===== config.mk =====
export PLATFORM = sky130hd
export DESIGN_NAME = can_frame_bit_packer_unit
export DESIGN_NICKNAME = d
export VERILOG_FILES = /design/src/hdl/cfbp_pkg.sv /design/src/hdl/cfbp_chunk.sv /design/src/hdl/cfbp_seq.sv /design/src/hdl/can_frame_bit_packer_unit.sv
export SDC_FILE = /design/constraint.sdc
export NUM_CORES = 1
export LEC_CHECK = 0
export BUFFER_PORTS_ARGS = -buffer_cell sky130_fd_sc_hd__buf_2
export CORE_MARGIN = 2
export CORE_UTILIZATION = 54
export DETAILED_ROUTE_END_ITERATION = 10
export PLACE_DENSITY = 0.78
export SKIP_CTS_REPAIR_TIMING = 1
export SLEW_MARGIN = 0
export SYNTH_ARGS = -nofsm -noshare
export SYNTH_HDL_FRONTEND = slang
export SYNTH_SLANG_ARGS = --single-unit

===== constraint.sdc =====
create_clock -name clk -period 7.8 [get_ports clk]
set_input_delay 0.78 -clock clk [delete_from_list [all_inputs] [get_ports clk]]
set_output_delay 0.78 -clock clk [all_outputs]
set_load 0.01 [all_outputs]

===== src/hdl/cfbp_pkg.sv =====
// package for the can frame bit packer: widths, codes, word and control types
// no dependencies
package cfbp_pkg;

    localparam int DATA_BYTES     = 8;
    localparam int MAX_FIELD_BITS = 32;
    localparam int FRAME_BYTES    = 8;
    localparam int ID_BITS_EXT    = 29;
    localparam int ID_BITS_STD    = 11;
    localparam int BYTE_BITS      = 8;

    localparam int ID_W    = 29;
    localparam int FIELD_W = 32;
    localparam int CNT_W   = 6;
    localparam int DATA_W  = FRAME_BYTES * BYTE_BITS;
    localparam int LEN_W   = 4;
    localparam int CUR_W   = 7;
    localparam int IDS_W   = 5;
    localparam int IDX_W   = 3;

    typedef enum logic [1:0] {
        KIND_WRITE  = 2'd0,
        KIND_READ   = 2'd1,
        KIND_REWIND = 2'd2,
        KIND_LOAD   = 2'd3
    } kind_t;

    typedef enum logic [1:0] {
        ST_IDLE,
        ST_WALK,
        ST_FINISH
    } state_t;

    typedef struct packed {
        kind_t              kind;
        logic [FIELD_W-1:0] field_value;
        logic [CNT_W-1:0]   bit_count;
        logic [ID_W-1:0]    load_id;
        logic [DATA_W-1:0]  load_data;
        logic [LEN_W-1:0]   load_len;
    } in_word_t;

    typedef struct packed {
        logic [FIELD_W-1:0] read_value;
        logic [ID_W-1:0]    frame_id;
        logic [DATA_W-1:0]  frame_data;
        logic [LEN_W-1:0]   frame_len;
        logic [CUR_W-1:0]   bits_used;
        logic               overflow;
    } out_word_t;

    typedef struct packed {
        logic in_ready;
        logic walk_en;
        logic finish;
    } ctrl_t;

    typedef struct packed {
        logic               in_id;
        logic [IDX_W-1:0]   byte_idx;
        logic [CNT_W-1:0]   take;
        logic [ID_W-1:0]    new_unit;
        logic [FIELD_W-1:0] read_bits;
    } chunk_t;

endpackage


===== src/hdl/cfbp_chunk.sv =====
// shared chunk unit: moves one field chunk between the word and the unit under the cursor
// depends on cfbp_pkg
module cfbp_chunk
(
    input  logic                           ext,
    input  logic [cfbp_pkg::CUR_W-1:0]     cursor,
    input  logic [cfbp_pkg::CNT_W-1:0]     remaining,
    input  logic [cfbp_pkg::FIELD_W-1:0]   value,
    input  logic [cfbp_pkg::ID_W-1:0]      id_data,
    input  logic [cfbp_pkg::DATA_W-1:0]    frame_data,
    output cfbp_pkg::chunk_t               chunk
);

    logic [cfbp_pkg::IDS_W-1:0]   ids;
    logic                         in_id;
    logic [cfbp_pkg::CUR_W-1:0]   off;
    logic [cfbp_pkg::IDS_W-1:0]   free_bits;
    logic [cfbp_pkg::CNT_W-1:0]   take;
    logic [cfbp_pkg::IDS_W-1:0]   dst;
    logic [cfbp_pkg::CNT_W-1:0]   src;
    logic [cfbp_pkg::FIELD_W-1:0] mask;
    logic [cfbp_pkg::FIELD_W-1:0] wbits;
    logic [cfbp_pkg::FIELD_W-1:0] wshift;
    logic [cfbp_pkg::IDX_W-1:0]   idx;
    logic [cfbp_pkg::ID_W-1:0]    unit;
    logic [cfbp_pkg::ID_W-1:0]    rbits;

    assign ids   = ext ? cfbp_pkg::IDS_W'(cfbp_pkg::ID_BITS_EXT)
                       : cfbp_pkg::IDS_W'(cfbp_pkg::ID_BITS_STD);
    assign in_id = cursor < {2'b00, ids};
    assign off   = cursor - {2'b00, ids};
    assign idx   = off[5:3];

    assign free_bits = in_id ? (ids - cursor[cfbp_pkg::IDS_W-1:0])
                             : (5'd8 - {2'b00, off[2:0]});
    assign take = ({1'b0, free_bits} < remaining) ? {1'b0, free_bits} : remaining;
    assign dst  = free_bits - take[cfbp_pkg::IDS_W-1:0];
    assign src  = remaining - take;
    assign mask = (32'd1 << take) - 32'd1;

    assign unit = in_id ? id_data : {21'd0, frame_data[{~idx, 3'b000} +: 8]};

    // write path: field bits aligned to the free slot
    assign wbits  = (value >> src) & mask;
    assign wshift = wbits << dst;

    // read path: slot bits aligned to their place in the field
    assign rbits = (unit >> dst) & mask[cfbp_pkg::ID_W-1:0];

    always_comb
    begin
        chunk.in_id     = in_id;
        chunk.byte_idx  = idx;
        chunk.take      = take;
        chunk.new_unit  = unit | wshift[cfbp_pkg::ID_W-1:0];
        chunk.read_bits = {3'b000, rbits} << src;
    end

endmodule


===== src/hdl/cfbp_seq.sv =====
// sequencer: idle, chunk walk, result hand-off
// depends on cfbp_pkg
module cfbp_seq
(
    input  logic            clk,
    input  logic            rst_n,
    input  logic            in_valid,
    input  logic            needs_walk,
    input  logic            last_chunk,
    input  logic            out_free,
    output cfbp_pkg::ctrl_t ctrl
);

    cfbp_pkg::state_t st_reg;
    cfbp_pkg::state_t st_next;

    always_ff @(posedge clk or negedge rst_n)
    begin
        if (!rst_n)
        begin
            st_reg <= cfbp_pkg::ST_IDLE;
        end
        else
        begin
            st_reg <= st_next;
        end
    end

    always_comb
    begin
        st_next = st_reg;
        case (st_reg)
            cfbp_pkg::ST_IDLE:
            begin
                if (in_valid)
                begin
                    st_next = needs_walk ? cfbp_pkg::ST_WALK : cfbp_pkg::ST_FINISH;
                end
            end
            cfbp_pkg::ST_WALK:
            begin
                if (last_chunk)
                begin
                    st_next = cfbp_pkg::ST_FINISH;
                end
            end
            cfbp_pkg::ST_FINISH:
            begin
                if (out_free)
                begin
                    st_next = cfbp_pkg::ST_IDLE;
                end
            end
            default:
            begin
                st_next = cfbp_pkg::ST_IDLE;
            end
        endcase
    end

    always_comb
    begin
        ctrl.in_ready = (st_reg == cfbp_pkg::ST_IDLE);
        ctrl.walk_en  = (st_reg == cfbp_pkg::ST_WALK);
        ctrl.finish   = (st_reg == cfbp_pkg::ST_FINISH) && out_free;
    end

endmodule


===== src/hdl/can_frame_bit_packer_unit.sv =====
// top level of the can frame bit packer: frame image, cursor, output register
// depends on cfbp_pkg, cfbp_chunk, cfbp_seq
//
//  channel   direction  handshake            word
//  in        into       in_valid/in_ready    cfbp_pkg::in_word_t
//  out       out of     out_valid/out_ready  cfbp_pkg::out_word_t
//  cfg       into       cfg_we               extended_id
//
// write or read of n bits: one chunk per cycle through the chunk unit in the walk state,
// at most 5 chunks for 32 bits; all other words and rejected requests skip the walk state
// reset clears the frame image, length, cursor and extended_id
// a full output register holds the finished word until out_ready; the next word is
// accepted meanwhile, and its result waits in the hand-off state
module can_frame_bit_packer_unit
(
    input  logic                clk,
    input  logic                rst_n,
    input  logic                in_valid,
    output logic                in_ready,
    input  cfbp_pkg::in_word_t  in_data,
    output logic                out_valid,
    input  logic                out_ready,
    output cfbp_pkg::out_word_t out_data,
    input  logic                cfg_we,
    input  logic                cfg_wdata
);

    logic                         ext_reg;
    logic                         ext_next;
    logic [cfbp_pkg::ID_W-1:0]    id_reg;
    logic [cfbp_pkg::ID_W-1:0]    id_next;
    logic [cfbp_pkg::DATA_W-1:0]  data_reg;
    logic [cfbp_pkg::DATA_W-1:0]  data_next;
    logic [cfbp_pkg::LEN_W-1:0]   len_reg;
    logic [cfbp_pkg::LEN_W-1:0]   len_next;
    logic [cfbp_pkg::CUR_W-1:0]   cursor_reg;
    logic [cfbp_pkg::CUR_W-1:0]   cursor_next;
    logic                         out_valid_reg;
    logic                         out_valid_next;

    cfbp_pkg::kind_t              kind_reg;
    cfbp_pkg::kind_t              kind_next;
    logic [cfbp_pkg::FIELD_W-1:0] fval_reg;
    logic [cfbp_pkg::FIELD_W-1:0] fval_next;
    logic [cfbp_pkg::CNT_W-1:0]   rem_reg;
    logic [cfbp_pkg::CNT_W-1:0]   rem_next;
    logic [cfbp_pkg::FIELD_W-1:0] acc_reg;
    logic [cfbp_pkg::FIELD_W-1:0] acc_next;
    logic                         ovf_reg;
    logic                         ovf_next;
    cfbp_pkg::out_word_t          out_reg;
    cfbp_pkg::out_word_t          out_next;

    cfbp_pkg::ctrl_t              ctrl;
    cfbp_pkg::chunk_t             chunk;

    logic                         accept;
    logic                         is_field;
    logic [cfbp_pkg::IDS_W-1:0]   ids;
    logic [cfbp_pkg::CUR_W-1:0]   total;
    logic [cfbp_pkg::CUR_W:0]     req_end;
    logic                         ovf;
    logic                         needs_walk;
    logic                         last_chunk;
    logic                         out_free;
    logic [cfbp_pkg::CUR_W-1:0]   new_cursor;
    logic [cfbp_pkg::CUR_W-1:0]   byte_off;
    logic [cfbp_pkg::LEN_W-1:0]   raw_len;
    logic [cfbp_pkg::LEN_W-1:0]   write_len;
    logic [cfbp_pkg::LEN_W-1:0]   load_len;

    assign accept   = in_valid && ctrl.in_ready;
    assign out_free = !out_valid_reg || out_ready;

    assign ids   = ext_reg ? cfbp_pkg::IDS_W'(cfbp_pkg::ID_BITS_EXT)
                           : cfbp_pkg::IDS_W'(cfbp_pkg::ID_BITS_STD);
    assign total = {2'b00, ids} + cfbp_pkg::CUR_W'(cfbp_pkg::BYTE_BITS * cfbp_pkg::DATA_BYTES);

    assign is_field   = (in_data.kind == cfbp_pkg::KIND_WRITE)
                     || (in_data.kind == cfbp_pkg::KIND_READ);
    assign req_end    = {1'b0, cursor_reg} + {2'b00, in_data.bit_count};
    assign ovf        = is_field
                     && ((in_data.bit_count > cfbp_pkg::CNT_W'(cfbp_pkg::MAX_FIELD_BITS))
                      || (req_end > {1'b0, total}));
    assign needs_walk = is_field && !ovf && (in_data.bit_count != '0);

    assign last_chunk = (rem_reg == chunk.take);
    assign new_cursor = cursor_reg + {1'b0, chunk.take};

    // length after a write: one more than the index of the byte under the cursor, saturated
    assign byte_off  = new_cursor - {2'b00, ids};
    assign raw_len   = byte_off[6:3] + 4'd1;
    assign write_len = (new_cursor < {2'b00, ids}) ? '0
                     : (raw_len > cfbp_pkg::LEN_W'(cfbp_pkg::DATA_BYTES))
                       ? cfbp_pkg::LEN_W'(cfbp_pkg::DATA_BYTES) : raw_len;
    assign load_len  = (in_data.load_len > cfbp_pkg::LEN_W'(cfbp_pkg::FRAME_BYTES))
                     ? cfbp_pkg::LEN_W'(cfbp_pkg::FRAME_BYTES) : in_data.load_len;

    cfbp_seq u_seq
    (
        .clk        (clk),
        .rst_n      (rst_n),
        .in_valid   (in_valid),
        .needs_walk (needs_walk),
        .last_chunk (last_chunk),
        .out_free   (out_free),
        .ctrl       (ctrl)
    );

    cfbp_chunk u_chunk
    (
        .ext        (ext_reg),
        .cursor     (cursor_reg),
        .remaining  (rem_reg),
        .value      (fval_reg),
        .id_data    (id_reg),
        .frame_data (data_reg),
        .chunk      (chunk)
    );

    always_comb
    begin
        ext_next       = cfg_we ? cfg_wdata : ext_reg;
        id_next        = id_reg;
        data_next      = data_reg;
        len_next       = len_reg;
        cursor_next    = cursor_reg;
        out_valid_next = out_valid_reg;
        kind_next      = kind_reg;
        fval_next      = fval_reg;
        rem_next       = rem_reg;
        acc_next       = acc_reg;
        ovf_next       = ovf_reg;
        out_next       = out_reg;

        if (accept)
        begin
            kind_next = in_data.kind;
            fval_next = in_data.field_value;
            rem_next  = in_data.bit_count;
            acc_next  = '0;
            ovf_next  = ovf;
            case (in_data.kind)
                cfbp_pkg::KIND_REWIND:
                begin
                    cursor_next = '0;
                end
                cfbp_pkg::KIND_LOAD:
                begin
                    id_next     = in_data.load_id;
                    data_next   = in_data.load_data;
                    len_next    = load_len;
                    cursor_next = '0;
                end
                default:
                begin
                    cursor_next = cursor_reg;
                end
            endcase
        end

        if (ctrl.walk_en)
        begin
            if (kind_reg == cfbp_pkg::KIND_WRITE)
            begin
                if (chunk.in_id)
                begin
                    id_next = chunk.new_unit;
                end
                else
                begin
                    data_next[{~chunk.byte_idx, 3'b000} +: 8] = chunk.new_unit[7:0];
                end
                if (last_chunk)
                begin
                    len_next = write_len;
                end
            end
            else
            begin
                acc_next = acc_reg | chunk.read_bits;
            end
            cursor_next = new_cursor;
            rem_next    = rem_reg - chunk.take;
        end

        if (ctrl.finish)
        begin
            out_next.read_value = acc_reg;
            out_next.frame_id   = id_reg;
            out_next.frame_data = data_reg;
            out_next.frame_len  = len_reg;
            out_next.bits_used  = cursor_reg;
            out_next.overflow   = ovf_reg;
            out_valid_next      = 1'b1;
        end
        else if (out_ready)
        begin
            out_valid_next = 1'b0;
        end
    end

    always_ff @(posedge clk or negedge rst_n)
    begin
        if (!rst_n)
        begin
            ext_reg       <= 1'b0;
            id_reg        <= '0;
            data_reg      <= '0;
            len_reg       <= '0;
            cursor_reg    <= '0;
            out_valid_reg <= 1'b0;
        end
        else
        begin
            ext_reg       <= ext_next;
            id_reg        <= id_next;
            data_reg      <= data_next;
            len_reg       <= len_next;
            cursor_reg    <= cursor_next;
            out_valid_reg <= out_valid_next;
        end
    end

    always_ff @(posedge clk)
    begin
        kind_reg <= kind_next;
        fval_reg <= fval_next;
        rem_reg  <= rem_next;
        acc_reg  <= acc_next;
        ovf_reg  <= ovf_next;
        out_reg  <= out_next;
    end

    assign in_ready  = ctrl.in_ready;
    assign out_valid = out_valid_reg;
    assign out_data  = out_reg;

endmodule


==> results by group <==
Clock network
  • CTS root buffer: clkbuf_16
  • Clk sink count: between 300 and 400
  • Total CTS buffers: 35
  • Clock Latency Late Sink: roughly 0.57 ns
  • H-tree levels: 2
  • Clk slew on worst S/H paths: 0.06 ns
  • CTS tree: built
  • Max Root-Sink Buffers: 3

Place
  • HPWL Detailed: 70,300 microns
  • I/O Buffers: about 280
  • Placed Cells: 3,304
  • Pre-CTS WS: 0.414 ns
  • GPL Wtd Cong: 1.09

Die
  • Die Width: ~210 microns
  • Core area: 41,900 sq um
  • IO Count: between 200 and 300
  • Initial Util: a little over half
  • Chip height: 210 microns
  • Die Area: approximately 44,000 sq um
  • # rows: 75

Logic synthesis
  • Largest area contributor in the netlist: edfxtp_1
  • Number of synthesis warnings: 0
  • Distinct cells, synth: about 110
  • Fraction of registers with async set/reset: about a third
  • Synth Instances: between 2,000 and 3,000
  • Mapped cell area: between 20,000 and 25,000 sq um
  • Seq/Total Area, Yosys: 38.0%
  • Top cells by area, synth: edfxtp_1 23%, dfrtp_1 12%, nand2_1 6.7%, mux4_2 5.4%, mux2i_1 4.8%
  • Post-synth EDFFs: about 180
  • Syn_nets: around 2,700
  • Most used flip-flop cell after synthesis: edfxtp_1
  • Seq cells post-synth: about 320
  • Most frequent cells after synthesis: 411 x nand2_1, 178 x edfxtp_1, 178 x nor2_1, 139 x o21ai_0, 137 x a21oi_1
  • Count leader, synth: nand2_1
  • Synthesized area per cell: roughly 9.1 sq um
  • Top-area cell type share of the netlist area: between 20% and 30%

GRT
  • Vias in the first global route: about 22,000
  • Largest net degree at the start of global routing: 75
  • Global-route wire length before repair: roughly 140,000 microns
  • Initial antenna violation count: 0
  • Global route overflow: 0
  • Gr usage total: 40.7%

Critical path
  • Req. time, crit path: between 8 and 9 ns
  • Worst stage delay on the critical path: 0.72 ns
  • Critical path's slowest cell: fa_2
  • CP Capture Type: register
  • Crit path launch type: register
  • Crit Path Category: register to register
  • Buf/Inv on CP: 5
  • Worst Path Arrival: roughly 7.9 ns
  • Delay-heaviest family, CP: compound AO/OA/AOI/OAI gates
  • CP max FO: 27

Timing
  • Final hold vios: 0
  • Slew headroom: 18.1%
  • Total negative slack: 0 ns
  • Fmax: ~0.13 GHz
  • Skew final: between 0.015 and 0.02 ns
  • Final min period: roughly 7.5 ns
  • Hold slack: 0.267 ns
  • Final setup viols: 0
  • Setup WS post-layout: between 0.3 and 0.4 ns
  • Tcrit/Tclk final: 95.5%
  • Final Slew Violations: 0
  • Unrepaired setup endpoints after global routing: no
  • Least-Margin Pin Slew: 1.22 ns

Layout
  • Share of layout cells above drive strength 1: between 20% and 30%
  • Max reg flops: ~140
  • Area growth from synthesis to layout: 16.5%
  • FILL cells: 3,507
  • Final #Nets: 2,995
  • Antenna cells: 0
  • Post-route insts no fill: approximately 3,400

Detailed routing
  • Total Wirelength: about 91,000 microns
  • DRC violations left: 0
  • Vias: between 20,000 and 25,000
  • Initial drt markers: approximately 3,500
  • WL/cell: approximately 27 microns
  • Vias per std cell: 6.94
  • DRT Pass-1 Iters: 6
  • Antenna Nets Post-Route: 0

Hold path
  • Worst Hold Class: input pin to asynchronous set/reset pin

Run status
  • Status: finished clean

Run
  • Max Cap Viol: 0
[area by class of cell]
cell class              count  area (sq um)  area share (%)
multi-input cells        1981         13500            50.4
flip-flops and latches    318          8690            32.6
repair buffers            425          2550            9.57
clock buffers              44           920            3.45
well taps                 539           674            2.53
clock inverters            20           223           0.835
inverters                  41           155           0.582
[layer usage]
| metal | share of wire (%) | vias to the layer above | track usage (%) |
|---|---|---|---|
| met1 | 40 | 11200 | 56.3 |
| met4 | 5.2 | 0 | 18.8 |
| li1 | - | 10200 | - |
| met3 | 11 | 272 | 8.08 |
| met5 | 0 | - | 0 |
| met2 | 44 | 1667 | 62.0 |
[cells in the final DEF (no fill, tap or decap), drive strengths merged, types with 23 or more instances in the layout]
cell type,instances
dfrtp,108
nand2b,44
o22ai,25
mux4,55
a21oi,140
ha,44
a22oi,30
nor3,64
mux2,23
a21o,24
a31oi,62
inv,39
clkbuf,44
edfxtp,178
o21ai,152
buf,425
nand3,83
mux2i,112
or3,27
o211ai,38
nand2,412
a211oi,57
nor2,184
dfxtp,32
[path summary, 6_finish.rpt]
| kind | cells past startpoint | start | slack [ns] | endpoint |
|---|---|---|---|---|
| setup reg to reg | 27 | ext_reg | 0.35 | data_reg[27] |
| setup / recovery | 27 | ext_reg | 0.35 | data_reg[27] |
| max in group asynchronous | 2 | rst_n | 6.24 | id_reg[27] |
| hold reg to reg | 0 | acc_reg[21] | 0.43 | out_data[126] |
| hold / removal | 1 | rst_n | 0.27 | cursor_reg[6] |
| min in group clk | 1 | in_data[104] | 0.39 | fval_reg[1] |
[cells by family after synthesis]
logic type      Yosys count  synth area share, %
simple gates            947                 19.1
compound gates          768                 23.6
flops                   318                 38.0
buf+inv                 215                 3.85
mux                     190                 11.6
fa+ha+maj                50                 2.93
xor+xnor                 25                0.957
other cells               1               0.0164
[metrics by stage]
stage	utilization [%]	instance area (sq um)
3_3_place_gp	60.9	25500
2_1_floorplan	-	22900
4_1_cts	63.6	26600
6_report	63.7	26700
3_5_place_dp	60.9	25500
5_1_grt	63.7	26700
Power is not shown: default switching activity piles up to over one toggle a cycle in this logic, so the estimate is an artifact.
